--- src/design/fbta_pkg.sv ---
// Shared types and constants of the frame time budget arbiter.
`default_nettype none
package fbta_pkg;

  // table and grant list sizes
  localparam int MAX_OWNERS = 16;
  localparam int GRANTS     = 2;
  localparam int IDX_W      = $clog2(MAX_OWNERS);
  localparam int CNT_W      = $clog2(MAX_OWNERS + 1);
  localparam int GCNT_W     = $clog2(GRANTS + 1);
  localparam int GIDX_W     = (GRANTS > 1) ? $clog2(GRANTS) : 1;

  // field widths
  localparam int ID_W  = 64;
  localparam int AMT_W = 32;
  localparam int BUD_W = 16;
  localparam int FRM_W = 64;

  // budget register indexes and reset values
  localparam logic [1:0] CFG_SEM_BUDGET   = 2'd0;
  localparam logic [1:0] CFG_PRE_BUDGET   = 2'd1;
  localparam logic [1:0] CFG_OWNER_BUDGET = 2'd2;
  localparam logic [BUD_W-1:0] GLOBAL_BUDGET_RST = 16'd2000;
  localparam logic [BUD_W-1:0] OWNER_BUDGET_RST  = 16'd1000;

  typedef enum logic [2:0] {
    ACT_REG       = 3'd0,
    ACT_UNREG     = 3'd1,
    ACT_SET_SEM   = 3'd2,
    ACT_SET_PRE   = 3'd3,
    ACT_CLAIM_SEM = 3'd4,
    ACT_CONS_SEM  = 3'd5,
    ACT_CLAIM_PRE = 3'd6,
    ACT_CONS_PRE  = 3'd7
  } action_t;

  typedef enum logic [1:0] {
    ST_DONE    = 2'd0,
    ST_IGNORED = 2'd1,
    ST_FULL    = 2'd2
  } status_t;

  // contents of one table cell
  typedef struct packed {
    logic [ID_W-1:0]  id;
    logic             ps;
    logic             pp;
    logic [BUD_W-1:0] us;
    logic [BUD_W-1:0] up;
  } cell_data_t;

  // per-cell write strobes
  typedef struct packed {
    logic ld;   // take a new id, clear the rest
    logic sh;   // take the neighbor's contents
    logic clr;  // clear both used counters
    logic wps;  // write semantic pending
    logic wpp;  // write presentation pending
    logic wus;  // write semantic used
    logic wup;  // write presentation used
  } cell_ctl_t;

endpackage
`default_nettype wire

--- src/design/fbta_cell.sv ---
// One owner table cell: id, pending bits and used counters.
`default_nettype none
module fbta_cell (
  input  wire logic                   clk,
  input  wire logic                   rst_n,
  input  wire fbta_pkg::cell_ctl_t    ctl,
  input  wire fbta_pkg::cell_data_t   nbr,
  input  wire logic [fbta_pkg::ID_W-1:0]  new_id,
  input  wire logic                   pend_flag,
  input  wire logic [fbta_pkg::BUD_W-1:0] used_val,
  output fbta_pkg::cell_data_t        q
);

  logic [fbta_pkg::ID_W-1:0]  id_r;
  logic                       ps_r, pp_r;
  logic [fbta_pkg::BUD_W-1:0] us_r, up_r;

  // id payload, no reset
  always_ff @(posedge clk) begin
    if (ctl.sh) begin
      id_r <= nbr.id;
    end else if (ctl.ld) begin
      id_r <= new_id;
    end
  end

  // pending bits and used counters
  always_ff @(posedge clk) begin
    if (!rst_n) begin
      ps_r <= 1'b0;
      pp_r <= 1'b0;
      us_r <= '0;
      up_r <= '0;
    end else if (ctl.sh) begin
      ps_r <= nbr.ps;
      pp_r <= nbr.pp;
      us_r <= nbr.us;
      up_r <= nbr.up;
    end else if (ctl.ld) begin
      ps_r <= 1'b0;
      pp_r <= 1'b0;
      us_r <= '0;
      up_r <= '0;
    end else begin
      if (ctl.wps) ps_r <= pend_flag;
      if (ctl.wpp) pp_r <= pend_flag;
      if (ctl.clr) begin
        us_r <= '0;
        up_r <= '0;
      end else begin
        if (ctl.wus) us_r <= used_val;
        if (ctl.wup) up_r <= used_val;
      end
    end
  end

  assign q = '{id: id_r, ps: ps_r, pp: pp_r, us: us_r, up: up_r};

endmodule
`default_nettype wire

--- config.mk ---
export PLATFORM = sky130hd
export DESIGN_NAME = fbta_cell
export DESIGN_NICKNAME = d
export VERILOG_FILES = /design/src/design/fbta_pkg.sv /design/src/design/fbta_cell.sv
export SDC_FILE = /design/constraint.sdc
export NUM_CORES = 1
export LEC_CHECK = 0
export BUFFER_PORTS_ARGS = -buffer_cell sky130_fd_sc_hd__buf_2
export CAP_MARGIN = 20
export CORE_MARGIN = 3
export CORE_UTILIZATION = 40
export DETAILED_ROUTE_END_ITERATION = 8
export PLACE_DENSITY = 0.76
export SLEW_MARGIN = 40
export SYNTH_ARGS = -nofsm -noshare
export SYNTH_HDL_FRONTEND = slang
export SYNTH_SLANG_ARGS = --single-unit
--- constraint.sdc ---
create_clock -name clk -period 10 [get_ports clk]
set_input_delay 2 -clock clk [delete_from_list [all_inputs] [get_ports clk]]
set_output_delay 2 -clock clk [all_outputs]
set_load 0.05 [all_outputs]
# Word level (Yosys, flattened, before mapping)
# Cells that the tools add are included.
[word_totals]
input_bits = 188
out_inout_bits = 98
regBits = 98
[classes]
reduce_logical = 5
mux = 16
[ops]
columns = ["op", "n"]
rows = [
  ["$mux 16", 8],
  ["$mux 64", 2],
  ["$reduce_bool 4->1", 2],
  ["$mux 1", 6],
  ["$reduce_bool 3->1", 2],
  ["$reduce_bool 2->1", 1],
]

# Logic depth before layout (Yosys ltp)
[logic_depth]
ltp_word = 4
ltp_mapped = 6
mapped_depth_nobuf = 3

# Worst setup path before layout
# No wires, ideal clock.
[synth_timing]
kind = "in2reg"
start = "input ctl[5] (netlist bit)"
end = "register pp_r"
arrival_time_ns = 4.460
path_slack_ns = 5.413
path_stages = 5
path_buffers = 2
required_time_ns = 9.872
setup_time_ns = 0.128
cell_sequence = "buf_6 > or2_0 > clkbuf_1 > o21ai_1 > o311a_1"
[synth_via]
elab_chain_cells = 1
word_cells_on_any_way = 2
classes_between = "mux: 1; reduce/logical: 1"
[synth_lines]
columns = ["item", "line_no", "rtl"]
rows = [
  ["start, declared", "fbta_cell.sv:6", "input wire fbta_pkg::cell_ctl_t ctl,"],
  ["$reduce_bool 3->1 (no source line) / $mux 1 (equally long branches)", "-", ""],
  ["end signal, assigned", "fbta_cell.sv:36", "pp_r <= nbr.pp;"],
  ["end signal, assigned", "fbta_cell.sv:46", "if (ctl.wpp) pp_r <= pend_flag;"],
  ["end, declared", "fbta_cell.sv:15", "logic ps_r, pp_r;"],
]
# Parallel ways exist; a longest one is shown, timed or not.
# A chain may end at the register's enable or synchronous reset.

# Worst setup path in the final report
[layout_timing]
start = "input ctl[5] (netlist bit)"
end = "register us_r[8] (netlist bit)"
[layout_via]
elab_chain_cells = 1
word_cells_on_any_way = 2
classes_between = "mux: 1; reduce/logical: 1"
[layout_lines]
columns = ["item", "line_no", "rtl"]
rows = [
  ["$reduce_bool 4->1 (no source line) / $mux 16 (equally long branches)", "-", ""],
  ["end signal, assigned", "fbta_cell.sv:37", "us_r <= nbr.us;"],
  ["end signal, assigned", "fbta_cell.sv:51", "if (ctl.wus) us_r <= used_val;"],
  ["end, declared", "fbta_cell.sv:16", "logic [fbta_pkg::BUD_W-1:0] us_r, up_r;"],
]
# Parallel ways exist; a longest one is shown, timed or not.

==> metrics.md <==
| Metric | Value |
|---|---|
| Total die area | 0.0127 sq mm |
| Achievable clock frequency | 0.271 GHz |
| Placed Cells | 761 |
| Commonest non-fill, non-tap cell in the layout | buf_2 |
| Die Height | 113 microns |
| First-pass GRT wire length | 18.5 mm |
| R2r endpoint | ps_r |
| Hold endpoint | pp_r |
| YS warnings | 0 |
| Worst reg2reg startpoint | ps_r |
| Worst setup margin | 6.31 ns |
| Mean Syn Cell Area | 12.6 sq um |
| Pin count of the biggest net entering global routing | 81 |
| Final Skew | 0 ns |
| Cell Area, Synth | 0.00457 sq mm |
| Non-Filler Instances | 779 |
| Hold depth | 1 |
| Clk_lat worst skew | 0.32 ns |
| Ports | 286 |
| Unrepaired setup endpoints after global routing | no |
| Setup violations, final | 0 |
| Core area | 0.0110 sq mm |
| Layout cell share with drive strength beyond 1 | 0.582 |
| Cells after Synth | 363 |
| Vias per Instance | 4.83 |
| Initial antenna violation count | 0 |
| Detail Placement HPWL | 9.74 mm |
| Routability cong. | 0.831 |
| Crit path capture type | flop |
| Sink Count | 98 |
| Crit Path Max Fanout | 80 |
| All-Layer GR Usage | 0.183 |
| Detail Route Antenna Nets | 0 |
| Vias in the first global route | 3725 |
| Total of max-cap violations | 0 |
| Clock Tree Buf Depth | 2 |
| Hold Buf Count CTS | 0 |
| Status | completed |
| Hold Crit Class | reg2reg |
| CTS clk-pin slew, worst paths | 0.06 ns |
| Post-CTS Setup Bufs | 0 |
| Fill cells | 948 |
| Final Critical Period | 3.69 ns |
| Pre-CTS setup slack | 5.86 ns |
| Most frequent cells in the layout | 284 x buf_2, 64 x mux2_2, 64 x edfxtp_1 |
| Initial Utilization | 0.416 |
| CTS root buf | clkbuf_16 |
| Syn-to-layout area delta | 38.5% |
| Die X | 113 microns |
| Worst setup SP type | primary input |
| Leak Pwr | 2.95 nW |
| Max-slew violation count | 0 |
| Hold Path Origin | pp_r |
| Setup TNS | 0 ns |
| Nets@finish | 822 |
| Post-Syn Nets | 551 |
| Arrival @ worst endpoint | 3.91 ns |
| Iteration-0 DRC Markers | 109 |
| Wirelength per Cell | 15.8 microns |
| Final WL | 12.3 mm |
| Synth unique cells | 17 |
| Cts bufs inserted | 9 |
| # resized after CTS | 0 |
| PortBufs | 285 |
| Diode count | 0 |
| CTS tree | yes |
| Htree depth | 3 |
| Seq/Total Area, Yosys | 0.570 |
| FP Rows | 38 |
| Synth Register Bits | 98 |
| DRT Pass-1 Iters | 5 |
| Setup CP Type | in2reg |
| R2r setup slk | 9.24 ns |
| Total gr overflow | 0 |
| Path depth of the worst reg2reg path | 1 |
| Power density over cell area | 174 mW/mm^2 |
| Via count | 3759 |
| DR DRC count | 0 |
| Actual slew at the worst max-slew pin | 0.784 ns |
| WP data required | 10.22 ns |
| Fin crit share | 0.369 |
| Peak VDD IR | 0.0739 mV |
| Endpoints failing hold | 0 |
| Slew headroom | 0.478 |
## cells by family after synthesis
group,count (synthesis),share of synthesized area
multiplexers,64,0.158
buffers and inverters,29,0.0392
AO/OA/AOI/OAI,36,0.0592
AND/OR/NAND/NOR,136,0.174
flip-flops,98,0.570
## where the power goes
group          switching, mW  internal [mW]  total [mW]
Sequential            0.0101          0.473       0.483
Combinational          0.195         0.0840       0.279
Clock                  0.145          0.196       0.341
Total                  0.350          0.752        1.10
## registers in the layout, summed over array words and instances (netlist names)
signal and count:
id_r 64, up_r 16, ps_r 1, pp_r 1
us_r 16
## worst max-delay path, stage by stage
cell and delay [ns]:
buf_4 0.29, buf_4 0.44, nor4_4 0.58, buf_4 0.26, nand2b_1 0.06, and3_1 0.17
## cell usage after synthesis
cell / instances / area, sq um
and3_1: 32 / 200
buf_2: 8 / 40.0
buf_4: 2 / 15.0
buf_6: 7 / 78.8
clkbuf_1: 12 / 45.0
dfxtp_1: 34 / 681
edfxtp_1: 64 / 1920
mux2_2: 64 / 721
nand2_1: 34 / 128
nand2b_1: 32 / 200
nor2b_1: 34 / 213
nor4_4: 2 / 42.5
o21ai_1: 2 / 10.0
o311a_1: 2 / 20.0
o31ai_1: 32 / 240
or2_0: 1 / 6.26
or2_1: 1 / 6.26
## how the worst max path moves through the flow
| stage | depth (start not counted) | from | to | slack (ns) |
|---|---|---|---|---|
| after floorplan | 5 | ctl[5] | pp_r | 5.41 |
| after global placement | 5 | ctl[5] | up_r[5] | 5.95 |
| after detailed placement | 5 | ctl[5] | us_r[5] | 5.86 |
| after CTS | 5 | ctl[5] | us_r[4] | 6.23 |
| after global routing | 6 | ctl[5] | us_r[8] | 6.15 |
| final | 6 | ctl[5] | us_r[8] | 6.31 |
## routing by layer
| metal | track usage | up-vias | part of all wire |
|---|---|---|---|
| li1 | - | 1853 | - |
| met1 | 0.212 | 1713 | 0.39 |
| met2 | 0.329 | 179 | 0.51 |
| met3 | 0.0487 | 14 | 0.093 |
| met4 | 0.0617 | 0 | 0.016 |
| met5 | 0 | - | 0 |
## area by class of cell
type | count | area, sq um | area share
Clock buffer | 9 | 225 | 0.0356
Clock inverter | 7 | 76.3 | 0.0121
Multi-Input combinational cell | 236 | 1790 | 0.282
Sequential cell | 98 | 2600 | 0.411
Tap cell | 140 | 175 | 0.0277
Timing Repair Buffer | 289 | 1460 | 0.231
## metrics by stage
| stage | total power [mW] | cell area (sq um) | hold WS [ns] | util |
|---|---|---|---|---|
| detailed placement | 0.773 | 6010 | 0.514 | 0.547 |
| global placement | 0.768 | 6010 | 0.501 | 0.547 |
| global route | 1.15 | 6330 | 0.557 | 0.576 |
| finish | 1.10 | 6330 | 0.521 | 0.576 |
| floorplan | 0.687 | 4570 | 0.486 | - |
| CTS | 1.12 | 6310 | 0.529 | 0.575 |
(Power assumes the default switching activity.)
